==> src/rtl/bearing_pursuit_steering_top_assert.svh <==
// Assertion macros shared by the steering block modules.
`ifndef BEARING_PURSUIT_STEERING_TOP_ASSERT_SVH
`define BEARING_PURSUIT_STEERING_TOP_ASSERT_SVH

`ifndef SYNTHESIS
`define BPS_ASSERT_NOW(lbl, ante, cons) \
    lbl: assert property (@(posedge i_clk) disable iff (!i_rst_n) (ante) |-> (cons)) \
        else $error("bps assertion failed");
`define BPS_ASSERT_NEXT(lbl, ante, cons) \
    lbl: assert property (@(posedge i_clk) disable iff (!i_rst_n) (ante) |=> (cons)) \
        else $error("bps assertion failed");
`else
`define BPS_ASSERT_NOW(lbl, ante, cons)
`define BPS_ASSERT_NEXT(lbl, ante, cons)
`endif

`endif

==> src/rtl/bps_pkg.sv <==
// Types, constants and the arctangent table of the steering block.
package bps_pkg;

    localparam logic [1:0] MODE_POSE   = 2'd0;
    localparam logic [1:0] MODE_TARGET = 2'd1;
    localparam logic [1:0] MODE_TICK   = 2'd2;

    localparam logic REG_ALIGN = 1'b0;
    localparam logic REG_SPIN  = 1'b1;

    localparam logic [13:0] ALIGN_RESET = 14'd1338;
    localparam logic [14:0] SPIN_RESET  = 15'd256;

    // Product steps of the quaternion multiply sequence.
    localparam logic [2:0] MUL_WZ = 3'd0;
    localparam logic [2:0] MUL_XY = 3'd1;
    localparam logic [2:0] MUL_WW = 3'd2;
    localparam logic [2:0] MUL_XX = 3'd3;
    localparam logic [2:0] MUL_YY = 3'd4;
    localparam logic [2:0] MUL_ZZ = 3'd5;

    localparam logic signed [16:0] TWO_PI_Q12  = 17'sd25736;
    localparam logic signed [16:0] PI_Q12      = 17'sd12868;
    localparam logic signed [16:0] HALF_PI_Q12 = 17'sd6434;
    localparam logic signed [19:0] HALF_PI_Q16 = 20'sd102944;

    localparam logic signed [1:0] TURN_NEG  = 2'sb11;
    localparam logic signed [1:0] TURN_NONE = 2'sb00;
    localparam logic signed [1:0] TURN_POS  = 2'sb01;

    localparam int CIN_W  = 34;
    localparam int CORD_W = 44;
    localparam int ACC_W  = 20;
    localparam int ATAN_N = 24;

    // Normalization targets: coarse steps of eight bits below 2^32, single bits up to 2^40.
    localparam logic signed [CORD_W-1:0] LIM_COARSE = 44'sh001_0000_0000;
    localparam logic signed [CORD_W-1:0] LIM_FINE   = 44'sh100_0000_0000;

    typedef struct packed {
        logic done;
        logic zero;
    } t_cordic_sts;

    // atan(2^-i) in radians with 16 fraction bits.
    function automatic logic [15:0] atan_q16(input logic [4:0] i);
        logic [15:0] v;
        case (i)
            5'd0:    v = 16'd51472;
            5'd1:    v = 16'd30386;
            5'd2:    v = 16'd16055;
            5'd3:    v = 16'd8150;
            5'd4:    v = 16'd4091;
            5'd5:    v = 16'd2047;
            5'd6:    v = 16'd1024;
            5'd7:    v = 16'd512;
            5'd8:    v = 16'd256;
            5'd9:    v = 16'd128;
            5'd10:   v = 16'd64;
            5'd11:   v = 16'd32;
            5'd12:   v = 16'd16;
            5'd13:   v = 16'd8;
            5'd14:   v = 16'd4;
            5'd15:   v = 16'd2;
            5'd16:   v = 16'd1;
            default: v = 16'd0;
        endcase
        return v;
    endfunction

endpackage

==> src/rtl/bps_in_if.sv <==
// Command channel: mode, position, quaternion and spin rate.
interface bps_in_if;
    logic               valid;
    logic               ready;
    logic [1:0]         mode;
    logic signed [31:0] pos_x;
    logic signed [31:0] pos_y;
    logic signed [15:0] quat_w;
    logic signed [15:0] quat_x;
    logic signed [15:0] quat_y;
    logic signed [15:0] quat_z;
    logic signed [15:0] spin_rate_in;

    modport source (
        output valid, mode, pos_x, pos_y, quat_w, quat_x, quat_y, quat_z, spin_rate_in,
        input  ready
    );
    modport sink (
        input  valid, mode, pos_x, pos_y, quat_w, quat_x, quat_y, quat_z, spin_rate_in,
        output ready
    );
endinterface

==> src/rtl/bps_out_if.sv <==
// Result channel: turn command, drive command and heading error.
interface bps_out_if;
    logic               valid;
    logic               ready;
    logic signed [1:0]  turn_cmd;
    logic               drive_cmd;
    logic signed [14:0] angle_error;

    modport source (
        output valid, turn_cmd, drive_cmd, angle_error,
        input  ready
    );
    modport sink (
        input  valid, turn_cmd, drive_cmd, angle_error,
        output ready
    );
endinterface

==> src/rtl/bearing_pursuit_steering_top.sv <==
// Top level of the bang-bang heading pursuit steering block.
//
//   channel   direction  handshake               carries
//   i_cmd     in         valid/ready             mode, position, quaternion, spin rate
//   o_res     out        valid/ready             turn, drive, heading error
//   apb       in/out     psel/penable/pwrite     align threshold, spin limit
//
// Target updates and unused modes leave the block idle. A control tick runs the CORDIC unit
// on the target offset; the unit stops after its normalize pass when the target sits on the
// robot; a pose update first forms the six products through the one 16x16 multiplier. The
// normalize pass of the shared CORDIC unit makes run lengths vary, and a tick also waits
// while the output register is still full. i_cmd.ready is low while an item is in work.
// A finished result waits in the output register while new items are taken. Reset is
// synchronous and restores the state, settings, positions, heading, spin and output valid.
`include "bearing_pursuit_steering_top_assert.svh"

module bearing_pursuit_steering_top #(
    parameter int CORDIC_STEPS = 16
) (
    input  logic        i_clk,
    input  logic        i_rst_n,
    bps_in_if.sink      i_cmd,
    bps_out_if.source   o_res,
    input  logic        psel,
    input  logic        penable,
    input  logic        pwrite,
    input  logic [2:0]  paddr,
    input  logic [31:0] pwdata,
    output logic [31:0] prdata,
    output logic        pready
);

    localparam logic [2:0] S_IDLE  = 3'd0;
    localparam logic [2:0] S_MUL   = 3'd1;
    localparam logic [2:0] S_KICK  = 3'd2;
    localparam logic [2:0] S_WAIT  = 3'd3;
    localparam logic [2:0] S_ANGLE = 3'd4;
    localparam logic [2:0] S_ERR   = 3'd5;
    localparam logic [2:0] S_RES   = 3'd6;

    logic [2:0]          r_state;
    logic [13:0]         r_align;
    logic [14:0]         r_spin_lim;
    logic signed [31:0]  r_robot_x;
    logic signed [31:0]  r_robot_y;
    logic signed [31:0]  r_target_x;
    logic signed [31:0]  r_target_y;
    logic [14:0]         r_heading;
    logic signed [15:0]  r_spin;
    logic signed [15:0]  r_qw;
    logic signed [15:0]  r_qx;
    logic signed [15:0]  r_qy;
    logic signed [15:0]  r_qz;
    logic                r_tick;
    logic [2:0]          r_k;
    logic signed [33:0]  r_num;
    logic signed [32:0]  r_den;
    logic [14:0]         r_ang;
    logic signed [14:0]  r_err;
    logic                r_out_valid;
    logic signed [1:0]   r_turn;
    logic                r_drive;
    logic signed [14:0]  r_err_out;

    logic                          cmd_acc;
    logic                          tick_acc;
    logic                          pose_acc;
    logic                          res_load;
    logic                          cfg_wr;
    logic                          cord_start;
    logic signed [bps_pkg::CIN_W-1:0] cord_x;
    logic signed [bps_pkg::CIN_W-1:0] cord_y;
    logic signed [15:0]            cord_angle;
    bps_pkg::t_cordic_sts          cord_sts;
    logic signed [32:0]            dx;
    logic signed [32:0]            dy;
    logic signed [15:0]            mul_a;
    logic signed [15:0]            mul_b;
    logic signed [31:0]            prod;
    logic signed [16:0]            err_diff;
    logic [14:0]                   err_mag;
    logic                          spin_below;
    logic                          spin_above;
    logic                          out_free;

    function automatic logic [14:0] wrap_pos(input logic signed [16:0] a);
        logic signed [16:0] t;
        t = a;
        if (t < 0) begin
            t = t + bps_pkg::TWO_PI_Q12;
        end else if (t >= bps_pkg::TWO_PI_Q12) begin
            t = t - bps_pkg::TWO_PI_Q12;
        end
        return t[14:0];
    endfunction

    function automatic logic signed [14:0] wrap_err(input logic signed [16:0] a);
        logic signed [16:0] t;
        t = a;
        if (t < -bps_pkg::PI_Q12) begin
            t = t + bps_pkg::TWO_PI_Q12;
        end else if (t >= bps_pkg::PI_Q12) begin
            t = t - bps_pkg::TWO_PI_Q12;
        end
        return t[14:0];
    endfunction

    assign cmd_acc     = i_cmd.valid && i_cmd.ready;
    assign tick_acc    = cmd_acc && (i_cmd.mode == bps_pkg::MODE_TICK);
    assign pose_acc    = cmd_acc && (i_cmd.mode == bps_pkg::MODE_POSE);
    assign res_load    = (r_state == S_RES) && !r_out_valid;
    assign i_cmd.ready = (r_state == S_IDLE);
    assign cfg_wr      = psel && penable && pwrite;
    assign pready      = 1'b1;
    assign out_free    = !r_out_valid || o_res.ready;

    always_comb begin
        unique case (paddr[2])
            bps_pkg::REG_ALIGN: prdata = {18'd0, r_align};
            bps_pkg::REG_SPIN:  prdata = {17'd0, r_spin_lim};
            default:            prdata = '0;
        endcase
    end

    assign dx = $signed({r_target_x[31], r_target_x}) - $signed({r_robot_x[31], r_robot_x});
    assign dy = $signed({r_target_y[31], r_target_y}) - $signed({r_robot_y[31], r_robot_y});

    // A tick starts the CORDIC pass in its transfer cycle; a pose update after its products.
    assign cord_start = (r_state == S_KICK) || tick_acc;
    assign cord_x     = (r_state == S_KICK) ? bps_pkg::CIN_W'(r_den) : bps_pkg::CIN_W'(dx);
    assign cord_y     = (r_state == S_KICK) ? r_num : bps_pkg::CIN_W'(dy);

    always_comb begin
        case (r_k)
            bps_pkg::MUL_WZ: begin mul_a = r_qw; mul_b = r_qz; end
            bps_pkg::MUL_XY: begin mul_a = r_qx; mul_b = r_qy; end
            bps_pkg::MUL_WW: begin mul_a = r_qw; mul_b = r_qw; end
            bps_pkg::MUL_XX: begin mul_a = r_qx; mul_b = r_qx; end
            bps_pkg::MUL_YY: begin mul_a = r_qy; mul_b = r_qy; end
            default:         begin mul_a = r_qz; mul_b = r_qz; end
        endcase
    end

    assign prod = mul_a * mul_b;

    assign err_diff   = $signed({2'b00, r_ang}) - $signed({2'b00, r_heading});
    assign err_mag    = r_err[14] ? 15'(-r_err) : 15'(r_err);
    assign spin_below = $signed({r_spin[15], r_spin}) < $signed({2'b00, r_spin_lim});
    assign spin_above = $signed({r_spin[15], r_spin}) > -$signed({2'b00, r_spin_lim});

    bps_cordic #(
        .STEPS (CORDIC_STEPS)
    ) u_cordic (
        .i_clk   (i_clk),
        .i_rst_n (i_rst_n),
        .i_start (cord_start),
        .i_x     (cord_x),
        .i_y     (cord_y),
        .o_angle (cord_angle),
        .o_sts   (cord_sts)
    );

    always_ff @(posedge i_clk) begin
        if (!i_rst_n) begin
            r_state     <= S_IDLE;
            r_out_valid <= 1'b0;
            r_align     <= bps_pkg::ALIGN_RESET;
            r_spin_lim  <= bps_pkg::SPIN_RESET;
            r_robot_x   <= '0;
            r_robot_y   <= '0;
            r_target_x  <= '0;
            r_target_y  <= '0;
            r_heading   <= '0;
            r_spin      <= '0;
        end else begin
            if (cfg_wr) begin
                unique case (paddr[2])
                    bps_pkg::REG_ALIGN: r_align    <= pwdata[13:0];
                    bps_pkg::REG_SPIN:  r_spin_lim <= pwdata[14:0];
                    default: ;
                endcase
            end

            // In S_RES a new result replaces the one leaving in the same cycle.
            if (r_out_valid && o_res.ready && (r_state != S_RES)) begin
                r_out_valid <= 1'b0;
            end

            unique case (r_state)
                S_IDLE: begin
                    if (cmd_acc) begin
                        case (i_cmd.mode)
                            bps_pkg::MODE_POSE: begin
                                r_robot_x <= i_cmd.pos_x;
                                r_robot_y <= i_cmd.pos_y;
                                r_spin    <= i_cmd.spin_rate_in;
                                r_qw      <= i_cmd.quat_w;
                                r_qx      <= i_cmd.quat_x;
                                r_qy      <= i_cmd.quat_y;
                                r_qz      <= i_cmd.quat_z;
                                r_tick    <= 1'b0;
                                r_k       <= bps_pkg::MUL_WZ;
                                r_state   <= S_MUL;
                            end
                            bps_pkg::MODE_TARGET: begin
                                r_target_x <= i_cmd.pos_x;
                                r_target_y <= i_cmd.pos_y;
                            end
                            bps_pkg::MODE_TICK: begin
                                r_tick  <= 1'b1;
                                r_state <= S_WAIT;
                            end
                            default: ;
                        endcase
                    end
                end
                S_MUL: begin
                    case (r_k)
                        bps_pkg::MUL_WZ: r_num <= 34'(prod);
                        bps_pkg::MUL_XY: r_num <= (r_num + 34'(prod)) <<< 1;
                        bps_pkg::MUL_WW: r_den <= 33'(prod);
                        bps_pkg::MUL_XX: r_den <= r_den + 33'(prod);
                        default:         r_den <= r_den - 33'(prod);
                    endcase
                    r_k <= r_k + 3'd1;
                    if (r_k == bps_pkg::MUL_ZZ) begin
                        r_state <= S_KICK;
                    end
                end
                S_KICK: begin
                    r_state <= S_WAIT;
                end
                S_WAIT: begin
                    if (cord_sts.done) begin
                        r_state <= S_ANGLE;
                    end
                end
                S_ANGLE: begin
                    if (!r_tick) begin
                        r_heading <= wrap_pos(17'(cord_angle) + bps_pkg::HALF_PI_Q12);
                        r_state   <= S_IDLE;
                    end else begin
                        // With the target on the robot the bearing equals the heading.
                        r_ang   <= cord_sts.zero ? r_heading : wrap_pos(17'(cord_angle));
                        r_state <= S_ERR;
                    end
                end
                S_ERR: begin
                    r_err   <= wrap_err(err_diff);
                    r_state <= S_RES;
                end
                S_RES: begin
                    if (out_free) begin
                        if ((r_err > 0) && spin_below) begin
                            r_turn <= bps_pkg::TURN_NEG;
                        end else if ((r_err < 0) && spin_above) begin
                            r_turn <= bps_pkg::TURN_POS;
                        end else begin
                            r_turn <= bps_pkg::TURN_NONE;
                        end
                        r_drive     <= (err_mag < {1'b0, r_align});
                        r_err_out   <= r_err;
                        r_out_valid <= 1'b1;
                        r_state     <= S_IDLE;
                    end
                end
                default: r_state <= S_IDLE;
            endcase
        end
    end

    assign o_res.valid       = r_out_valid;
    assign o_res.turn_cmd    = r_turn;
    assign o_res.drive_cmd   = r_drive;
    assign o_res.angle_error = r_err_out;

    `BPS_ASSERT_NEXT(a_tick_waits, tick_acc, r_state == S_WAIT)
    `BPS_ASSERT_NEXT(a_pose_muls, pose_acc, (r_state == S_MUL) && (r_k == bps_pkg::MUL_WZ))
    `BPS_ASSERT_NOW(a_done_in_wait, cord_sts.done, r_state == S_WAIT)
    `BPS_ASSERT_NEXT(a_res_loads, res_load, r_out_valid && (r_state == S_IDLE))

endmodule

==> src/rtl/bps_cordic.sv <==
// Iterative CORDIC vectoring unit: atan2 in Q4.12 with a normalize pass.
`include "bearing_pursuit_steering_top_assert.svh"

module bps_cordic #(
    parameter int STEPS = 16
) (
    input  logic                            i_clk,
    input  logic                            i_rst_n,
    input  logic                            i_start,
    input  logic signed [bps_pkg::CIN_W-1:0] i_x,
    input  logic signed [bps_pkg::CIN_W-1:0] i_y,
    output logic signed [15:0]              o_angle,
    output bps_pkg::t_cordic_sts            o_sts
);

    localparam int EFF = (STEPS > bps_pkg::ATAN_N) ? bps_pkg::ATAN_N : STEPS;
    localparam logic [4:0] LAST = 5'(EFF - 1);

    localparam logic [1:0] C_IDLE  = 2'd0;
    localparam logic [1:0] C_NORM  = 2'd1;
    localparam logic [1:0] C_ITER  = 2'd2;
    localparam logic [1:0] C_ROUND = 2'd3;

    logic [1:0]                          r_state;
    logic signed [bps_pkg::CORD_W-1:0]   r_x;
    logic signed [bps_pkg::CORD_W-1:0]   r_y;
    logic signed [bps_pkg::ACC_W-1:0]    r_acc;
    logic [4:0]                          r_i;
    logic                                r_done;
    logic                                r_zero;
    logic signed [15:0]                  r_angle;

    logic                                both_zero;
    logic                                coarse_ok;
    logic                                fine_ok;
    logic signed [bps_pkg::CORD_W-1:0]   xs;
    logic signed [bps_pkg::CORD_W-1:0]   ys;
    logic signed [bps_pkg::ACC_W-1:0]    step_ang;
    logic signed [bps_pkg::ACC_W-1:0]    round_sum;

    assign both_zero = (r_x == '0) && (r_y == '0);
    assign coarse_ok = (r_x < bps_pkg::LIM_COARSE) && (r_x > -bps_pkg::LIM_COARSE) &&
                       (r_y < bps_pkg::LIM_COARSE) && (r_y > -bps_pkg::LIM_COARSE);
    assign fine_ok   = (r_x < bps_pkg::LIM_FINE) && (r_x > -bps_pkg::LIM_FINE) &&
                       (r_y < bps_pkg::LIM_FINE) && (r_y > -bps_pkg::LIM_FINE);
    assign xs        = r_x >>> r_i;
    assign ys        = r_y >>> r_i;
    assign step_ang  = $signed({4'b0000, bps_pkg::atan_q16(r_i)});
    assign round_sum = r_acc + 20'sd8;

    always_ff @(posedge i_clk) begin
        if (!i_rst_n) begin
            r_state <= C_IDLE;
            r_done  <= 1'b0;
            r_zero  <= 1'b0;
        end else begin
            r_done <= 1'b0;
            unique case (r_state)
                C_IDLE: begin
                    if (i_start) begin
                        r_x     <= bps_pkg::CORD_W'(i_x);
                        r_y     <= bps_pkg::CORD_W'(i_y);
                        r_zero  <= 1'b0;
                        r_state <= C_NORM;
                    end
                end
                C_NORM: begin
                    if (both_zero) begin
                        r_zero  <= 1'b1;
                        r_angle <= '0;
                        r_done  <= 1'b1;
                        r_state <= C_IDLE;
                    end else if (coarse_ok) begin
                        r_x <= r_x <<< 8;
                        r_y <= r_y <<< 8;
                    end else if (fine_ok) begin
                        r_x <= r_x <<< 1;
                        r_y <= r_y <<< 1;
                    end else begin
                        // Fold the left half plane onto the right one before iterating.
                        if (r_x < 0) begin
                            if (r_y >= 0) begin
                                r_x   <= r_y;
                                r_y   <= -r_x;
                                r_acc <= bps_pkg::HALF_PI_Q16;
                            end else begin
                                r_x   <= -r_y;
                                r_y   <= r_x;
                                r_acc <= -bps_pkg::HALF_PI_Q16;
                            end
                        end else begin
                            r_acc <= '0;
                        end
                        r_i     <= '0;
                        r_state <= C_ITER;
                    end
                end
                C_ITER: begin
                    if (r_y > 0) begin
                        r_x   <= r_x + ys;
                        r_y   <= r_y - xs;
                        r_acc <= r_acc + step_ang;
                    end else begin
                        r_x   <= r_x - ys;
                        r_y   <= r_y + xs;
                        r_acc <= r_acc - step_ang;
                    end
                    r_i <= r_i + 5'd1;
                    if (r_i == LAST) begin
                        r_state <= C_ROUND;
                    end
                end
                C_ROUND: begin
                    r_angle <= round_sum[bps_pkg::ACC_W-1:4];
                    r_done  <= 1'b1;
                    r_state <= C_IDLE;
                end
                default: r_state <= C_IDLE;
            endcase
        end
    end

    assign o_angle   = r_angle;
    assign o_sts.done = r_done;
    assign o_sts.zero = r_zero;

    `BPS_ASSERT_NOW(a_start_idle, i_start, r_state == C_IDLE)
    `BPS_ASSERT_NOW(a_done_idle, r_done, r_state == C_IDLE)
    `BPS_ASSERT_NOW(a_x_right_half, r_state == C_ITER, !r_x[bps_pkg::CORD_W-1])

endmodule

==> src/flat_wrapper.sv <==
// flat-port wrapper written by rule: the top's interface ports become plain ports
module bearing_pursuit_steering_top_flat 
#(
    parameter int CORDIC_STEPS = 16
)
  (i_clk, i_rst_n, psel, penable, pwrite, paddr, pwdata, prdata, pready, i_cmd_valid, i_cmd_mode, i_cmd_pos_x, i_cmd_pos_y, i_cmd_quat_w, i_cmd_quat_x, i_cmd_quat_y, i_cmd_quat_z, i_cmd_spin_rate_in, i_cmd_ready, o_res_valid, o_res_turn_cmd, o_res_drive_cmd, o_res_angle_error, o_res_ready);
  bps_in_if i_cmd_i ();
  bps_out_if o_res_i ();
  input  logic i_clk;
  input  logic i_rst_n;
  input  logic psel;
  input  logic penable;
  input  logic pwrite;
  input  logic [2:0] paddr;
  input  logic [31:0] pwdata;
  output logic [31:0] prdata;
  output logic pready;
  input wire logic [$bits(i_cmd_i.valid)-1:0] i_cmd_valid;
  input wire logic [$bits(i_cmd_i.mode)-1:0] i_cmd_mode;
  input wire logic [$bits(i_cmd_i.pos_x)-1:0] i_cmd_pos_x;
  input wire logic [$bits(i_cmd_i.pos_y)-1:0] i_cmd_pos_y;
  input wire logic [$bits(i_cmd_i.quat_w)-1:0] i_cmd_quat_w;
  input wire logic [$bits(i_cmd_i.quat_x)-1:0] i_cmd_quat_x;
  input wire logic [$bits(i_cmd_i.quat_y)-1:0] i_cmd_quat_y;
  input wire logic [$bits(i_cmd_i.quat_z)-1:0] i_cmd_quat_z;
  input wire logic [$bits(i_cmd_i.spin_rate_in)-1:0] i_cmd_spin_rate_in;
  output wire logic [$bits(i_cmd_i.ready)-1:0] i_cmd_ready;
  output wire logic [$bits(o_res_i.valid)-1:0] o_res_valid;
  output wire logic [$bits(o_res_i.turn_cmd)-1:0] o_res_turn_cmd;
  output wire logic [$bits(o_res_i.drive_cmd)-1:0] o_res_drive_cmd;
  output wire logic [$bits(o_res_i.angle_error)-1:0] o_res_angle_error;
  input wire logic [$bits(o_res_i.ready)-1:0] o_res_ready;
  assign i_cmd_i.valid = i_cmd_valid;
  assign i_cmd_i.mode = i_cmd_mode;
  assign i_cmd_i.pos_x = i_cmd_pos_x;
  assign i_cmd_i.pos_y = i_cmd_pos_y;
  assign i_cmd_i.quat_w = i_cmd_quat_w;
  assign i_cmd_i.quat_x = i_cmd_quat_x;
  assign i_cmd_i.quat_y = i_cmd_quat_y;
  assign i_cmd_i.quat_z = i_cmd_quat_z;
  assign i_cmd_i.spin_rate_in = i_cmd_spin_rate_in;
  assign i_cmd_ready = i_cmd_i.ready;
  assign o_res_valid = o_res_i.valid;
  assign o_res_turn_cmd = o_res_i.turn_cmd;
  assign o_res_drive_cmd = o_res_i.drive_cmd;
  assign o_res_angle_error = o_res_i.angle_error;
  assign o_res_i.ready = o_res_ready;
  bearing_pursuit_steering_top #(.CORDIC_STEPS(CORDIC_STEPS)) u_core (.i_clk(i_clk), .i_rst_n(i_rst_n), .i_cmd(i_cmd_i), .o_res(o_res_i), .psel(psel), .penable(penable), .pwrite(pwrite), .paddr(paddr), .pwdata(pwdata), .prdata(prdata), .pready(pready));
endmodule
==> config.mk <==
export PLATFORM = sky130hd
export DESIGN_NAME = bearing_pursuit_steering_top_flat
export DESIGN_NICKNAME = d
export VERILOG_FILES = /design/src/rtl/bps_pkg.sv /design/src/rtl/bps_in_if.sv /design/src/rtl/bps_out_if.sv /design/src/rtl/bearing_pursuit_steering_top.sv /design/src/rtl/bps_cordic.sv /design/src/flat_wrapper.sv
export VERILOG_INCLUDE_DIRS = /design/src /design/src/rtl
export SDC_FILE = /design/constraint.sdc
export NUM_CORES = 2
export LEC_CHECK = 0
export ABC_AREA = 1
export BUFFER_PORTS_ARGS = -buffer_cell sky130_fd_sc_hd__buf_2
export CAP_MARGIN = 0
export CORE_MARGIN = 1
export CORE_UTILIZATION = 55
export CTS_CLUSTER_DIAMETER = 150
export CTS_CLUSTER_SIZE = 30
export DETAILED_ROUTE_END_ITERATION = 8
export PLACE_DENSITY = 0.81
export SLEW_MARGIN = 20
export SYNTH_ARGS = -nofsm -noshare
export SYNTH_HDL_FRONTEND = slang
export SYNTH_SLANG_ARGS = --single-unit
==> constraint.sdc <==
create_clock -name i_clk -period 15.7 [get_ports i_clk]
set_input_delay 0.785 -clock i_clk [delete_from_list [all_inputs] [get_ports i_clk]]
set_output_delay 0.785 -clock i_clk [all_outputs]
set_load 0.005 [all_outputs]
==> flow_metrics.env <==
export IMPL_row_count=123
export IMPL_syn_inst=9323
export IMPL_synth_area_leaders="edfxtp_1, nand2_1, fa_1"
export IMPL_via_count=64700
export IMPL_die_w_um=338
export IMPL_vias_per_cell=5.97
export IMPL_grt_overflow=0
export IMPL_placed_area_mm2=0.0643
export IMPL_setup_viol=0
export IMPL_path_clk_slew_ps=130
export IMPL_core_mm2=0.112
export IMPL_finalCritPeriodShare=0.762
export IMPL_seq_area_frac_synth=0.219
export IMPL_area_growth_pct=4.56
export IMPL_max_freq_mhz=83.6
export IMPL_arrival_ps=12330
export IMPL_cts_resized=0
export IMPL_drt_iter0_drc=7058
export IMPL_wirelength_um=238000
export IMPL_synth_ff_type="edfxtp_1"
export IMPL_yosysWarnings=0
export IMPL_worst_pin_slew_ps=1070
export IMPL_grt_max_degree=129
export IMPL_die_h_um=338
export IMPL_cts_htree_levels=1
export IMPL_worstPathRequired_ps=16070
export IMPL_cpPeakStageDelay_ps=910
export IMPL_cts_sinks=524
export IMPL_path_class="reg -> reg"
export IMPL_rsz0062_at_grt="false"
export IMPL_reg2reg_to="u_core.r_den[29]$_DFFE_PP_"
export IMPL_post_drt_wl_per_cell_um=21.9
export IMPL_dp_hpwl_um=188000
export IMPL_fill_cells=11100
export IMPL_clk_latency_ps=650
export IMPL_cts_tree="yes"
export IMPL_avgSynthCellArea_um2=6.67
export IMPL_endpoint_kind="register"
export IMPL_hp_class="in -> reg"
export IMPL_drtPass1Iterations=9
export IMPL_yosysTopAreaCellShare=0.151
export IMPL_root_buffer="clkbuf_16"
export IMPL_synth_distinct_cells=73
export IMPL_grt_pass1_vias=61600
export IMPL_synthArstFlopShare=0
export IMPL_syn_area_mm2=0.0622
export IMPL_maxSlewViolCount=0
export IMPL_seqCellArea_mm2=0.0136
export IMPL_critical_path_startpoint="u_core.r_k[0]$_SDFFCE_PN0P_"
export IMPL_drc_errors=0
export IMPL_fin_crit_ps=11960
export IMPL_ios=241
export IMPL_initial_core_util=0.554
export IMPL_ctsHoldBuffers=0
export IMPL_fin_area_mm2=0.0651
export IMPL_clock_skew_ps=43.5
export IMPL_finalHoldViolCount=0
export IMPL_postCtsSetupBuffers=0
export IMPL_io_buffers=203
export IMPL_hold_ws_ps=305
export IMPL_yosysTopAreaCell="edfxtp_1"
export IMPL_die_area_mm2=0.114
export IMPL_worst_slew_margin_rel=0.283
export IMPL_fin_setup_tns_ps=0
export IMPL_clk_path_buf_depth=3
export IMPL_outcome="completed"
export IMPL_grt_antenna_before_repair=8
export IMPL_worst_r2r_startpoint="u_core.r_k[0]$_SDFFCE_PN0P_"
export IMPL_multi_input_area_mm2=0.0421
export IMPL_final_antenna_net_count=0
export IMPL_place_gp_congestion=1.09
export IMPL_crit_path_top_delay_cell="o21ai_1"
export IMPL_grt_pass1_wl_um=357000
export IMPL_cap_viol_max_count=0
export IMPL_crit_end="u_core.r_den[29]$_DFFE_PP_"
export IMPL_cts_buffers=22
export IMPL_start_kind="register"
export IMPL_ff2ff_setup_slack_ps=3740
export IMPL_reg2reg_depth=39
export IMPL_synth_edf_count=312
export IMPL_cp_max_fo=32
export IMPL_nets=10200
export IMPL_drive_gt1_frac=0.0518
export IMPL_grt_use_total=0.401
export IMPL_ys_ff_latch=524
==> per-layer routing <==
metal | wire, um | part of all wire | global-route usage | vias to the layer above
met1 | 87800 | 0.37 | 0.481 | 30000
met3 | 22600 | 0.095 | 0.0778 | 744
met4 | 17800 | 0.075 | 0.250 | 4
met5 | 21 | 0.000088 | 0 | -
li1 | - | - | - | 30600
met2 | 109000 | 0.46 | 0.662 | 3285
==> critical path, delay by kind of cell, from the launching register on <==
| kind | cells | cell delay [ps] |
|---|---|---|
| AND/OR/NAND/NOR | 15 | 3030 |
| adder cells (fa/ha/maj) | 9 | 4420 |
| AO/OA/AOI/OAI | 6 | 1810 |
| flip-flops | 1 | 500 |
| buffers and inverters | 6 | 700 |
| XOR/XNOR | 3 | 1210 |
==> kinds of logic after synthesis <==
group,Yosys count,share of synthesized area
adders and majority gates,684,0.170
muxes,2,0.000322
DFF,524,0.219
other,2,0.000121
AOI/OAI and AO/OA,1986,0.179
and+or+nand+nor,4074,0.273
xor gates and xnor gates,360,0.0516
buffers and inverters,1691,0.107
==> worst min-delay path by stage <==
stage | startpoint | end | slack [ps] | cells past startpoint
floorplan | u_core.r_err[14]$_DFFE_PP_ | u_core.o_res.angle_error[14]$_DFFE_PP_ | 420 | 0
global placement | u_core.r_heading[4]$_SDFFE_PN0P_ | u_core.r_heading[4]$_SDFFE_PN0P_ | 460 | 2
detailed placement | u_core.r_heading[4]$_SDFFE_PN0P_ | u_core.r_heading[4]$_SDFFE_PN0P_ | 460 | 2
CTS | i_cmd_quat_w[0] | u_core.r_qw[0]$_DFFE_PP_ | 310 | 1
global route | i_cmd_quat_x[8] | u_core.r_qx[8]$_DFFE_PP_ | 310 | 1
finish | i_cmd_quat_w[0] | u_core.r_qw[0]$_DFFE_PP_ | 310 | 1
==> state kept, by name, indices dropped and copies added, names as in the netlist, 15 cells and up, named ones only <==
register                  count
u_core.u_cordic.r_x          44
u_core.u_cordic.r_y          44
u_core.r_num                 34
u_core.r_den                 33
u_core.r_robot_x             32
u_core.r_robot_y             32
u_core.r_target_x            32
u_core.r_target_y            32
u_core.u_cordic.r_acc        20
u_core.r_qw                  16
u_core.r_qx                  16
u_core.r_qy                  16
u_core.r_qz                  16
u_core.r_spin                16
u_core.u_cordic.o_angle      16
u_core.u_cordic.step_ang     16
u_core.o_res.angle_error     15
u_core.r_ang                 15
u_core.r_err                 15
u_core.r_heading             15
u_core.r_spin_lim            15
==> cells in the mapped netlist (all sizes together), types with 11 or more instances <==
cell,n
inv,1330
o21a,27
dfxtp,212
nor2,936
and3,11
fa,270
nand3,665
clkinv,14
nand2,2184
a211oi,75
o22ai,57
nand4,83
nand3b,12
nor3,124
nor4,29
xnor2,73
or2,21
ha,414
a21oi,691
o211ai,82
o21bai,37
a21boi,23
clkbuf,197
o31ai,19
a31oi,76
a21o,25
xor2,287
buf,150
o21ai,825
edfxtp,312
==> placed cells by master, fill, tap and decap left out, drive strengths merged, types with 29 or more instances in the layout <==
cell type,n
nand2,2184
inv,1334
nor2,936
o21ai,825
a21oi,691
nand3,665
ha,414
edfxtp,312
buf,291
xor2,287
fa,270
dfxtp,212
nor3,124
nand4,83
o211ai,82
a31oi,76
a211oi,75
xnor2,73
o22ai,57
o21bai,37
clkbuf,34
nor4,29
==> metrics by stage <==
step	std cells	setup slack, ps	util
floorplan	9339	3780	-
global placement	10800	4170	0.573
detailed placement	10800	3950	0.573
CTS	10800	3900	0.579
global route	10800	3000	0.579
finish	10800	3740	0.579
==> layout make-up <==
cell class / count / area share
Multi-Input combinational cell: 7124 / 0.647
Sequential cell: 524 / 0.209
Inverter: 1344 / 0.0777
Tap cell: 1500 / 0.0288
Timing Repair Buffer: 291 / 0.0258
Clock buffer: 34 / 0.00948
Clock inverter: 6 / 0.00131
Antenna cell: 5 / 0.000192
Power is not shown: default switching activity piles up to over one toggle a cycle in this logic, so the estimate is an artifact.
